<file path="src/rtl/bdlp_pkg.sv">
// Shared types and constants for the button debounce / long-press block.
// No dependencies.
package bdlp_pkg;

    localparam int TIME_W = 32;
    localparam int CFG_W  = 16;

    // Opcodes carried in tuser
    localparam logic [1:0] OP_UPDATE   = 2'd0;
    localparam logic [1:0] OP_INIT     = 2'd1;
    localparam logic [1:0] OP_RD_SHORT = 2'd2;
    localparam logic [1:0] OP_RD_LONG  = 2'd3;

    // Register indexes
    localparam logic CFG_DEBOUNCE = 1'b0;
    localparam logic CFG_LONG     = 1'b1;

    localparam logic [CFG_W-1:0] DEBOUNCE_RST = 16'd50;
    localparam logic [CFG_W-1:0] LONG_RST     = 16'd2000;

    typedef struct packed {
        logic [1:0]        opcode;
        logic [TIME_W-1:0] now_ms;
        logic              level;
    } t_item;

    typedef struct packed {
        logic flag_value;
        logic long_press;
        logic short_press;
        logic stable_level;
    } t_result;

endpackage

</file>
<file path="src/rtl/bdlp_in_stage.sv">
// Input register stage: holds one accepted transaction until the core takes it.
// Depends on bdlp_pkg.
module bdlp_in_stage
    import bdlp_pkg::*;
(
    input  logic  i_clk,
    input  logic  i_rst_n,
    input  logic  i_valid,
    output logic  o_ready,
    input  t_item i_item,
    input  logic  i_take,
    output logic  o_valid,
    output t_item o_item
);

    logic  r_valid;
    t_item r_item;

    assign o_ready = !r_valid || i_take;
    assign o_valid = r_valid;
    assign o_item  = r_item;

    always_ff @(posedge i_clk) begin
        if (!i_rst_n) begin
            r_valid <= 1'b0;
        end else if (o_ready) begin
            r_valid <= i_valid;
        end
    end

    always_ff @(posedge i_clk) begin
        if (o_ready && i_valid) begin
            r_item <= i_item;
        end
    end

endmodule

</file>
<file path="src/rtl/bdlp_core.sv">
// Button state update and result register; also holds the two config registers.
// Depends on bdlp_pkg.
module bdlp_core
    import bdlp_pkg::*;
(
    input  logic             i_clk,
    input  logic             i_rst_n,
    input  logic             i_cfg_we,
    input  logic             i_cfg_index,
    input  logic [CFG_W-1:0] i_cfg_data,
    input  logic             i_valid,
    input  t_item            i_item,
    output logic             o_take,
    output logic             o_valid,
    input  logic             i_ready,
    output t_result          o_result
);

    logic [CFG_W-1:0]  r_debounce, r_long;
    logic              r_stable, r_trans_lvl, r_long_done, r_short_sticky, r_long_sticky;
    logic [TIME_W-1:0] r_trans_start, r_prev_time, r_press_start;
    logic              r_out_valid;
    t_result           r_out;

    logic              n_stable, n_trans_lvl, n_long_done, n_short_sticky, n_long_sticky;
    logic [TIME_W-1:0] n_trans_start, n_prev_time, n_press_start;
    t_result           n_out;
    logic [TIME_W-1:0] deb_elapsed, press_elapsed;

    assign o_take   = i_valid && (!r_out_valid || i_ready);
    assign o_valid  = r_out_valid;
    assign o_result = r_out;

    always_comb begin
        n_stable       = r_stable;
        n_trans_lvl    = r_trans_lvl;
        n_trans_start  = r_trans_start;
        n_prev_time    = r_prev_time;
        n_press_start  = r_press_start;
        n_long_done    = r_long_done;
        n_short_sticky = r_short_sticky;
        n_long_sticky  = r_long_sticky;
        n_out          = '0;
        deb_elapsed    = '0;
        press_elapsed  = '0;
        case (i_item.opcode)
            OP_UPDATE: begin
                if (i_item.level != r_trans_lvl) begin
                    n_trans_lvl   = i_item.level;
                    n_trans_start = r_prev_time;
                end
                deb_elapsed = i_item.now_ms - n_trans_start;
                if (deb_elapsed >= {{(TIME_W-CFG_W){1'b0}}, r_debounce}
                        && n_trans_lvl != r_stable) begin
                    n_stable = n_trans_lvl;
                    if (!n_stable) begin
                        n_press_start = i_item.now_ms;
                        n_long_done   = 1'b0;
                    end else if (!r_long_done) begin
                        n_short_sticky    = 1'b1;
                        n_out.short_press = 1'b1;
                    end
                end
                press_elapsed = i_item.now_ms - n_press_start;
                if (!n_stable && !n_long_done
                        && press_elapsed >= {{(TIME_W-CFG_W){1'b0}}, r_long}) begin
                    n_long_done      = 1'b1;
                    n_long_sticky    = 1'b1;
                    n_out.long_press = 1'b1;
                end
                n_prev_time = i_item.now_ms;
            end
            OP_INIT: begin
                n_stable       = i_item.level;
                n_trans_lvl    = i_item.level;
                n_trans_start  = i_item.now_ms;
                n_prev_time    = i_item.now_ms;
                n_long_done    = 1'b0;
                n_short_sticky = 1'b0;
                n_long_sticky  = 1'b0;
            end
            OP_RD_SHORT: begin
                n_out.flag_value = r_short_sticky;
                n_short_sticky   = 1'b0;
            end
            default: begin
                n_out.flag_value = r_long_sticky;
                n_long_sticky    = 1'b0;
            end
        endcase
        n_out.stable_level = n_stable;
    end

    always_ff @(posedge i_clk) begin
        if (!i_rst_n) begin
            r_debounce <= DEBOUNCE_RST;
            r_long     <= LONG_RST;
        end else if (i_cfg_we) begin
            case (i_cfg_index)
                CFG_DEBOUNCE: r_debounce <= i_cfg_data;
                default:      r_long     <= i_cfg_data;
            endcase
        end
    end

    always_ff @(posedge i_clk) begin
        if (!i_rst_n) begin
            r_stable       <= 1'b1;
            r_trans_lvl    <= 1'b1;
            r_trans_start  <= '0;
            r_prev_time    <= '0;
            r_press_start  <= '0;
            r_long_done    <= 1'b0;
            r_short_sticky <= 1'b0;
            r_long_sticky  <= 1'b0;
        end else if (o_take) begin
            r_stable       <= n_stable;
            r_trans_lvl    <= n_trans_lvl;
            r_trans_start  <= n_trans_start;
            r_prev_time    <= n_prev_time;
            r_press_start  <= n_press_start;
            r_long_done    <= n_long_done;
            r_short_sticky <= n_short_sticky;
            r_long_sticky  <= n_long_sticky;
        end
    end

    always_ff @(posedge i_clk) begin
        if (!i_rst_n) begin
            r_out_valid <= 1'b0;
        end else if (o_take) begin
            r_out_valid <= 1'b1;
        end else if (i_ready) begin
            r_out_valid <= 1'b0;
        end
    end

    always_ff @(posedge i_clk) begin
        if (o_take) begin
            r_out <= n_out;
        end
    end

    // A long press is reported only while pressed; a short press only on release.
    a_long_pressed: assert property (@(posedge i_clk) disable iff (!i_rst_n)
        (r_out_valid && r_out.long_press) |-> !r_out.stable_level)
        else $error("long_press with released level");

    a_short_released: assert property (@(posedge i_clk) disable iff (!i_rst_n)
        (r_out_valid && r_out.short_press) |-> r_out.stable_level)
        else $error("short_press with pressed level");

    a_long_sets_done: assert property (@(posedge i_clk) disable iff (!i_rst_n)
        (o_take && n_out.long_press) |=> (r_long_done && r_long_sticky))
        else $error("long press fired without latching done/sticky");

    a_no_refire: assert property (@(posedge i_clk) disable iff (!i_rst_n)
        (o_take && r_long_done && !r_stable && i_item.opcode == OP_UPDATE
            && !n_stable) |-> !n_out.long_press)
        else $error("long press fired twice for one press");

endmodule

</file>
<file path="src/rtl/button_debounce_long_press.sv">
// Top level of the button debounce / long-press qualifier.
// Depends on bdlp_pkg, bdlp_in_stage and bdlp_core.
//
// Usage:
//   Slave stream carries one operation per transaction: tuser is the opcode
//   (update, init, read-clear short flag, read-clear long flag), tdata holds
//   now_ms[31:0] and the raw active-low level in bit 32.
//   Master stream returns exactly one result per operation: bit 0 stable level,
//   bit 1 short_press, bit 2 long_press, bit 3 sticky flag value.
//   Config channel writes debounce_time (index 0) or long_press_time (index 1);
//   it is always ready and must only be used while no operation is in flight.
// Timing:
//   A transaction lands in the input register; the core takes it from there,
//   runs the state update and loads the result register.
//   Throughput is one transaction per cycle while m_axis_tready is high; the
//   limit is the state update loop (two 32-bit time subtractions and compares).
// Reset: synchronous active low; levels go to released, timers and flags clear,
//   registers return to 50 ms and 2000 ms.
// Stall: when m_axis_tready is low the result is held, the input register still
//   fills, and s_axis_tready drops only once both stages are occupied.
module button_debounce_long_press
    import bdlp_pkg::*;
(
    input  logic             i_clk,
    input  logic             i_rst_n,
    // Config write channel
    input  logic             i_cfg_valid,
    output logic             o_cfg_ready,
    input  logic             i_cfg_index,
    input  logic [CFG_W-1:0] i_cfg_data,
    // Input stream
    input  logic             s_axis_tvalid,
    output logic             s_axis_tready,
    input  logic [39:0]      s_axis_tdata,   // [31:0] now_ms, [32] level, [39:33] zero
    input  logic [1:0]       s_axis_tuser,   // [1:0] opcode
    // Result stream
    output logic             m_axis_tvalid,
    input  logic             m_axis_tready,
    output logic [7:0]       m_axis_tdata    // [0] stable_level, [1] short_press,
                                             // [2] long_press, [3] flag_value, [7:4] zero
);

    t_item   in_item, stage_item;
    t_result result;
    logic    stage_valid, take;

    assign o_cfg_ready = 1'b1;

    assign in_item.opcode = s_axis_tuser;
    assign in_item.now_ms = s_axis_tdata[TIME_W-1:0];
    assign in_item.level  = s_axis_tdata[TIME_W];

    bdlp_in_stage u_in (
        .i_clk   (i_clk),
        .i_rst_n (i_rst_n),
        .i_valid (s_axis_tvalid),
        .o_ready (s_axis_tready),
        .i_item  (in_item),
        .i_take  (take),
        .o_valid (stage_valid),
        .o_item  (stage_item)
    );

    bdlp_core u_core (
        .i_clk       (i_clk),
        .i_rst_n     (i_rst_n),
        .i_cfg_we    (i_cfg_valid),
        .i_cfg_index (i_cfg_index),
        .i_cfg_data  (i_cfg_data),
        .i_valid     (stage_valid),
        .i_item      (stage_item),
        .o_take      (take),
        .o_valid     (m_axis_tvalid),
        .i_ready     (m_axis_tready),
        .o_result    (result)
    );

    assign m_axis_tdata = {4'b0000, result};

endmodule
</file>
<file path="config.mk">
export PLATFORM = sky130hd
export DESIGN_NAME = button_debounce_long_press
export DESIGN_NICKNAME = d
export VERILOG_FILES = /design/src/rtl/bdlp_pkg.sv /design/src/rtl/bdlp_in_stage.sv /design/src/rtl/bdlp_core.sv /design/src/rtl/button_debounce_long_press.sv
export SDC_FILE = /design/constraint.sdc
export NUM_CORES = 1
export LEC_CHECK = 0
export BUFFER_PORTS_ARGS = -buffer_cell sky130_fd_sc_hd__clkbuf_2
export CORE_MARGIN = 4
export CORE_UTILIZATION = 45
export DETAILED_ROUTE_END_ITERATION = 8
export GPL_TIMING_DRIVEN = 1
export PLACE_DENSITY_LB_ADDON = 0.12
export SYNTH_ARGS = -nofsm -noshare
export SYNTH_HDL_FRONTEND = slang
export SYNTH_SLANG_ARGS = --single-unit
</file>
<file path="constraint.sdc">
create_clock -name i_clk -period 15.1 [get_ports i_clk]
set_clock_uncertainty 0.2 [all_clocks]
set_input_delay 4.53 -clock i_clk [delete_from_list [all_inputs] [get_ports i_clk]]
set_output_delay 4.53 -clock i_clk [all_outputs]
set_load 0.1 [all_outputs]
</file>
==> flow_summary.ini, run 1 <==
[setup_path]
path_class = reg -> reg
start_kind = register
r2r_cells = 52
crit_top_cell = o21ai_0
end_kind = register
worstPathRequired_ps = 15090
cp_num_buf_inv = 4
cpPeakStageDelay_ps = 890
critPathArrivalTime_ps = 13570
crit_fanout = 22
cpMaxStageDelayCell = ha_2
ff2ff_setup_slack_ps = 1510
critical-path-top-delay-family = compound AO/OA/AOI/OAI gates
r2r-start = u_in.o_item[0]
r2r_end = u_core.o_result[2]

[sta]
period_needed_ps = 13590
worst_pin_slew_ps = 1023
setup_violations = 0
hold_slack_ps = 262.1
timing.fmax_mhz = 73.59
finalSetupTns_ps = 0
rsz0062_at_grt = no
hold_violations = 0
slew_viol_final = 0
relSlewSlack_pct = 31.76
min_period_over_period_pct = 89.99

[synth]
synthArstFlopShare_pct = 0
avgSynthCellArea_um2 = 8.057
ys_types = 86
yosys-top-cells-area = dfxtp_1, nand2_1, edfxtp_1
synth_top_cell_area_share_pct = 21.67
yosysTopAreaCell = dfxtp_1
syn-cell-area_um2 = 12470
synth_cells = 1548
ys_seq_area_share_pct = 31.06
synth_edf_count = 39
yosysWarningCount = 0
synth-main-ff-cell = dfxtp_1
ys_seq_elements = 174

[clock_network]
htreeDepth = 4
cts_root_buf = clkbuf_16
clockBufferDepth = 2
path_clk_slew_ps = 80
clock_latency_ps = 430
post_cts_resized = 0
cts_sinks = 174
cts_buffers = 17
cts_tree = done
postCtsSetupBuffers = 0
holdBufCountCts = 0

[detailed_routing]
drtPass1Iterations = 5
drtIter0Drc = 866
drc_errors = 0
wl_mm = 33.65
drt-vias-per-instance = 5.656
wire_per_inst_um = 17.37
dr_total_vias = 10960
drtAntennaViolNets = 0

[floorplan]
coreArea_um2 = 27100
start_util_pct = 46.02
num_rows = 60
die_h_um = 174.5
io_pins = 75
die_area_um2 = 30440
die_x_um = 174.5

[placed_design]
dp.cells = 1905
place_congestion = 0.9186
dpl.hpwl_mm = 24.66
io_buffers = 62

[power_and_ir_drop]
ir_worst_vdd_v = 0.00005875
p_leak_nw = 5.682
pwr_density_cell_nw_per_um2 = 94.52

[hold_path]
hold_depth = 2
min_to = u_core.r_trans_start[25]
min_path_type = reg -> reg
worstHoldStart = u_core.r_trans_start[25]

[layout]
fin_cells = 1937
n_antenna_cell = 0
areaGrowthSynthToFinish_pct = 8.718
fin_nets = 1704
num-fill-cells = 2605
drive_gt1_share_pct = 9.201

[global_routing]
grt_usage_pct = 21.77
grt_max_degree = 70
antenna_found_initial = 0
grt_pass1_wl_mm = 54.09
grt.overflow.total = 0
grt_pass1_vias = 10170

[outcome]
outcome = finished, final reports clean

[run]
cap_violations = 0
==> synthesized netlist by cell type (4+ instances only) <==
cell and n:
o21bai_1 7, a211oi_1 9, or4_1 5, maj3_1 4, nand2_1 319, and2_1 14
a31oi_1 12, a21oi_1 81, o2111ai_1 4, dfxtp_1 135, buf_4 5, mux2i_1 68
nand2b_1 13, inv_1 60, o21a_1 15, and3_1 15, nor3_1 18, o21ai_0 77
o22ai_1 5, or3_1 4, o31ai_1 5, ha_1 87, mux2i_2 6, a21o_1 42
nor2b_1 18, xnor2_1 27, clkbuf_1 69, nor3b_1 5, mux2_2 6, or2_2 4
nand3_1 32, nor4_1 6, nand4_1 14, edfxtp_1 39, buf_1 11, nand3b_1 7
a21boi_0 90, xor2_1 17, o211ai_1 19, o211a_1 25, nor2_1 77
==> flip-flops by register name, indices dropped and copies added (netlist names), 4 cells and up <==
| register | count |
|---|---|
| u_core.r_prev_time | 32 |
| u_core.r_press_start | 32 |
| u_core.r_debounce | 16 |
| u_core.r_trans_start | 32 |
| u_core.o_result | 4 |
| u_in.o_item | 35 |
| u_core.r_long | 16 |
==> cells by family after synthesis <==
group           after synthesis  share of synthesized area, %
simple gates                560                         20.00
compound gates              440                         24.41
flops                       174                         31.06
buf+inv                     151                         4.886
fa+ha+maj                    94                         9.390
mux                          81                         6.842
xor+xnor                     46                         3.351
other cells                   2                       0.06022
==> cells in the final DEF, fill, tap and decap left out, drive strengths merged, types with 42 or more instances in the layout <==
master and n:
nor2 77, nand2 319, ha 87, o21ai 80, a21boi 91, clkbuf 80
a21oi 84, inv 67, a21o 42, dfxtp 135, mux2i 75
==> routing by layer <==
metal  global-route usage [%]  part of all wire [%]  vias to the layer above
met4                    5.774                   1.9                        0
met3                    2.610                   4.9                       42
li1                         -                     -                     5501
met2                    34.90                    45                      241
met5                        0                     0                        -
met1                    31.11                    48                     5171
==> layout make-up <==
cell class / instances / area [um^2] / area share (%)
clock inverters: 13 / 127.6 / 0.9412
multi-input cells: 1226 / 8029 / 59.21
inverters: 60 / 225.2 / 1.661
well taps: 372 / 465.4 / 3.433
flip-flops and latches: 174 / 3874 / 28.57
clock buffers: 19 / 442.9 / 3.267
repair buffers: 73 / 395.4 / 2.916
==> metrics by stage <==
stage          cell area (um^2)  util (%)  setup slack, ps  total power, mW
2_1_floorplan             12480         -             3195           0.7669
3_3_place_gp              12990     47.93             1742           0.8444
3_5_place_dp              12990     47.93             1583           0.8482
4_1_cts                   13560     50.03             1507            1.290
5_1_grt                   13560     50.03            417.9            1.351
6_report                  13560     50.03             1512            1.282
==> where the power goes <==
part / internal (mW) / total [mW] / switching, mW
logic: 0.128 / 0.324 / 0.196
clock network: 0.224 / 0.442 / 0.218
registers: 0.495 / 0.516 / 0.0212
==> worst max-delay path by stage <==
stage                   start            endpoint  slack [ps]  cells past startpoint
2_1_floorplan  u_in.o_item[0]  u_core.o_result[2]        3190                     54
3_3_place_gp   u_in.o_item[0]  u_core.o_result[2]        1740                     53
3_5_place_dp   u_in.o_item[0]  u_core.o_result[2]        1580                     53
4_1_cts        u_in.o_item[0]  u_core.o_result[2]        1510                     52
5_1_grt        u_in.o_item[0]  u_core.o_result[2]         420                     54
6_report       u_in.o_item[0]  u_core.o_result[2]        1510                     52
==> tightest hold or removal path, cell delays in order, from the launching register on <==
cell and delay [ps]:
dfxtp_1 310, nand2_1 50, a21boi_0 60
Power figures use the tool's default switching activity.
==> run 2, diff against run 1 <==
- BUFFER_PORTS_ARGS: -buffer_cell sky130_fd_sc_hd__clkbuf_2 -> default
- DONT_BUFFER_PORTS: default -> 1
- GPL_TIMING_DRIVEN: 1 -> 0
==> run 2 against run 1 <==
First-iteration DRC count decreased by 4.4%. Flip-flop and latch count unchanged. Die area unchanged. Maximum frequency decreased by 3.6%. Register-to-register slack got worse by 500 ps. Combinational power increased by 2%. Design area increased by 0.64%. Clock-buffer cell count decreased by 2. Clock power increased by 6.1%. Wire length increased by 9.5%.
==> flow_summary.ini, run 2 (same netlist as run 1, synthesis figures left out) <==
[outcome]
outcome = finished, final reports clean

[power_and_ir_drop]
pwr_density_cell_nw_per_um2 = 96.36
p_leak_nw = 5.574
ir_worst_vdd_v = 0.00007221
p_total_mw = 1.315

[clock_network]
cts_root_buf = clkbuf_16
clock_latency_ps = 440
htreeDepth = 4
cts_tree = done
path_clk_slew_ps = 70
clockBufferDepth = 2
cts_sinks = 174
cts_buffers = 17

[setup_path]
cpMaxStageDelayCell = or4_1
crit_fanout = 10
cpPeakStageDelay_ps = 680
worstPathRequired_ps = 15090
critPathArrivalTime_ps = 14090
path_class = reg -> reg
start_kind = register
r2r_cells = 58
end_kind = register

[detailed_routing]
wl_mm = 36.86
drtPass1Iterations = 6
drt-vias-per-instance = 5.717
dr_total_vias = 11180
drc_errors = 0
wire_per_inst_um = 18.84
drtAntennaViolNets = 0
drtIter0Drc = 828

[placed_design]
place_congestion = 0.9190
io_buffers = 0
dpl.hpwl_mm = 28.92
dp_slack_ps = -162.7
dp.cells = 1924

[layout]
num-fill-cells = 2675
largest_reg_flops = 35
seqCellArea_um2 = 3874
final_cell_mix = nand2_1, dfxtp_1, a21boi_0
multi_input_area_um2 = 8038
final_common_cell = nand2_1
n_antenna_cell = 0
post-route-util_pct = 50.35
fin_cells = 1956
areaGrowthSynthToFinish_pct = 9.410
drive_gt1_share_pct = 5.619
fin_nets = 1723

[sta]
min_period_over_period_pct = 93.33
worst_pin_slew_ps = 1432
setup_ws_ps = 1008
slew_viol_final = 0
timing.fmax_mhz = 70.96
hold_violations = 0
setup_violations = 0
period_needed_ps = 14090
relSlewSlack_pct = 3.664
rsz0062_at_grt = no
hold_slack_ps = 267.0

[global_routing]
grt.overflow.total = 0
antenna_found_initial = 0
grt_pass1_vias = 10330
grt_max_degree = 22
grt_pass1_wl_mm = 57.06
grt_usage_pct = 23.46

[floorplan]
die_x_um = 174.5
start_util_pct = 46.02
die_h_um = 174.5
die_area_um2 = 30440
num_rows = 60
coreArea_um2 = 27100
io_pins = 75

[hold_path]
hold_depth = 2
min_path_type = reg -> reg

[run]
cap_violations = 0
==> run 2: cell count changes in the layout (fill, tap and decap cells not counted), sizes merged <==
cell / change
clkbuf: +10
buf: +7
bufinv: +2
clkinvlp: -1
inv: +1
==> run 2: per-layer routing <==
metal  part of all wire, %  vias up  global-route usage, %
li1                      -     5547                      -
met1                    48     5361                  33.27
met2                    46      238                  37.98
met3                   4.0       36                  3.045
met4                   1.4        0                  5.774
met5                     0        -                      0
==> run 2: cell type report <==
cell class | instances | area share [%]
Clock buffer | 17 | 3.118
Timing Repair Buffer | 1 | 0.2017
Sequential cell | 174 | 28.39
Tap cell | 372 | 3.411
Buffer | 91 | 2.888
Multi-Input combinational cell | 1226 | 58.90
Clock inverter | 15 | 1.440
Inverter | 60 | 1.650
==> run 2: what timing repair did <==
item,in CTS,in global routing
gates resized for setup,2,18
setup endpoints to repair,3,3
hold buffers,0,0
buffers inserted,0,0
==> run 2: stage by stage <==
stage	setup TNS (ps)	cell area (um^2)
after floorplan	0	12480
after global placement	-90.96	12950
after detailed placement	-263.5	12980
after CTS	0	13610
after global routing	0	13650
final	0	13650
==> run 2: critical path: cells and delay by family (launching register included) <==
| kind | cells | cell delay, ps |
|---|---|---|
| mux | 1 | 420 |
| fa+ha+maj | 7 | 1920 |
| buf+inv | 7 | 1360 |
| simple gates | 16 | 3970 |
| xor+xnor | 1 | 200 |
| flops | 1 | 540 |
| compound gates | 26 | 5230 |
==> run 2: where the power goes <==
group | switching [mW] | total, mW | internal [mW]
clock | 0.216 | 0.469 | 0.254
sequential | 0.0222 | 0.517 | 0.495
combinational | 0.202 | 0.329 | 0.127
total | 0.439 | 1.31 | 0.876
==> run 2: worst paths after layout <==
path	end	slack (ps)	from
hold reg to reg	u_core.r_trans_start[22]	270	u_core.r_trans_start[22]
setup / recovery	u_core.o_result[2]	1010	u_in.o_item[0]
setup reg to reg	u_core.o_result[2]	1010	u_in.o_item[0]
hold / removal	u_core.r_trans_start[22]	270	u_core.r_trans_start[22]
==> run 3, diff against run 2 <==
- GPL_TIMING_DRIVEN: 0 -> default
- SLEW_MARGIN: default -> 0
- clock period: 15.1 -> 17.43 ns (I/O delays scaled with it)
==> run 3 against run 2 <==
First-iteration DRC count down 18%. Critical path type unchanged. Non-clock buffer count is 85 lower. Design area down 2.8%. Flip-flop and latch count unchanged. Highest routed layer unchanged. Clock power shrank 12%. Hold slack lost 7.1 ps. Sequential share of layout area is 0.81 points higher. Global-route usage down 1.6 points.
==> flow_summary.ini, run 3 (same netlist as run 1, synthesis figures left out) <==
[outcome]
outcome = finished, final reports clean

[clock_network]
path_clk_slew_ps = 70
clock_latency_ps = 430
cts_root_buf = clkbuf_16
cts_sinks = 174
htreeDepth = 4
clockBufferDepth = 2
post_cts_resized = 0
postCtsSetupBuffers = 0
cts_buffers = 17
holdBufCountCts = 0
cts_tree = done

[setup_path]
critical-path-top-delay-family = compound AO/OA/AOI/OAI gates
crit_top_cell = a21oi_1
worstSetupStartpoint = u_in.o_item[0]
critPathArrivalTime_ps = 14900
crit_fanout = 41
path_class = reg -> reg
start_kind = register
cpPeakStageDelay_ps = 960
cp_num_buf_inv = 3
r2r-start = u_in.o_item[0]
end_kind = register
cpMaxStageDelayCell = ha_2
worstPathRequired_ps = 17420

[floorplan]
coreArea_um2 = 27100
io_pins = 75
die_area_um2 = 30440
die_x_um = 174.5
num_rows = 60
die_h_um = 174.5
start_util_pct = 46.02

[sta]
timing.fmax_mhz = 67.03
setup_violations = 0
finalSetupTns_ps = 0
period_needed_ps = 14920
hold_violations = 0
setup_ws_ps = 2512
min_period_over_period_pct = 85.59
relSlewSlack_pct = 30.40
rsz0062_at_grt = no
slew_viol_final = 0
worst_pin_slew_ps = 1044

[hold_path]
worstHoldStart = u_core.r_trans_start[30]
min_path_type = reg -> reg

[detailed_routing]
drc_errors = 0
drtAntennaViolNets = 0
wl_mm = 33.24
drtIter0Drc = 675
dr_total_vias = 10560
wire_per_inst_um = 17.76
drt-vias-per-instance = 5.646
drtPass1Iterations = 5

[layout]
areaGrowthSynthToFinish_pct = 6.360
fin_nets = 1638
n_antenna_cell = 0
drive_gt1_share_pct = 5.203
final_common_cell = nand2_1
final_cell_mix = nand2_1, dfxtp_1, a21boi_0
largest_reg_flops = 35

[power_and_ir_drop]
ir_worst_vdd_v = 0.00005713
pwr_density_cell_nw_per_um2 = 84.90
net-switching-power_mw = 0.3582
p_leak_nw = 5.434
power.share.clock_pct = 36.5
p_sw_share_pct = 31.81
power_frac_seq_pct = 40.0
combPwrFrac_pct = 23.4
p_int_mw = 0.7680

[global_routing]
grt_pass1_wl_mm = 54.16
grt.overflow.total = 0
grt_usage_pct = 21.82
grt_pass1_vias = 10160
antenna_found_initial = 0
grt_max_degree = 137

[run]
cap_violations = 0

[placed_design]
dpl.hpwl_mm = 24.02
dp_slack_ps = 2597
io_buffers = 0
place_congestion = 0.9279
==> run 3: cell count changes in the layout (fill, tap and decap cells not counted), moves of 3 or more <==
cell	before	now
clkbuf_1	69	1
buf_2	4	0
a21oi_2	6	3
inv_8	5	1
buf_1	7	0
a21oi_1	78	81
==> run 3: power by group through the flow <==
stage / logic [mW] / clock network, mW / registers, mW
after detailed placement: 0.262 / 0 / 0.460
after floorplan: 0.214 / 0 / 0.450
after global placement: 0.259 / 0 / 0.460
final: 0.264 / 0.411 / 0.451
after global routing: 0.297 / 0.437 / 0.453
after CTS: 0.263 / 0.422 / 0.451
==> run 3: routing by layer <==
metal	part of all wire, %	GRT usage (%)
met4	1.2	4.355
met5	0	0
met1	49	30.43
met2	47	36.44
met3	3.1	2.849
==> run 3: worst register-to-register path, delay by kind of cell (launching register included) <==
kind | cells | cell delay [ps]
multiplexers | 1 | 640
flip-flops | 1 | 510
adder cells (fa/ha/maj) | 5 | 2150
buffers and inverters | 3 | 1090
AO/OA/AOI/OAI | 25 | 5600
AND/OR/NAND/NOR | 18 | 4330
XOR/XNOR | 1 | 150
==> run 3: final cells by class <==
cell class	instances	area, um^2
fillers	2701	13840
multi-input cells	1226	8029
flip-flops and latches	174	3874
well taps	372	465.4
clock buffers	19	442.9
inverters	60	225.2
clock inverters	13	176.4
repair buffers	7	52.55
==> run 3: metrics by stage <==
step                      util [%]  power, mW  instances  instance area [um^2]  hold slack (ps)
after floorplan                  -     0.6644       1551                 12480            240.6
after global placement       46.66     0.7185       1839                 12650            247.1
after detailed placement     46.66     0.7218       1839                 12650            253.8
after CTS                    48.95      1.136       1871                 13270            263.5
after global routing         48.95      1.188       1871                 13270            283.7
final                        48.95      1.126       1871                 13270            259.9
==> run 3: worst paths after layout <==
check	to	slack, ps	cells after the start
setup / recovery	u_core.o_result[2]	2510	53
hold / removal	u_core.r_trans_start[30]	260	2
setup reg to reg	u_core.o_result[2]	2510	53
hold reg to reg	u_core.r_trans_start[30]	260	2
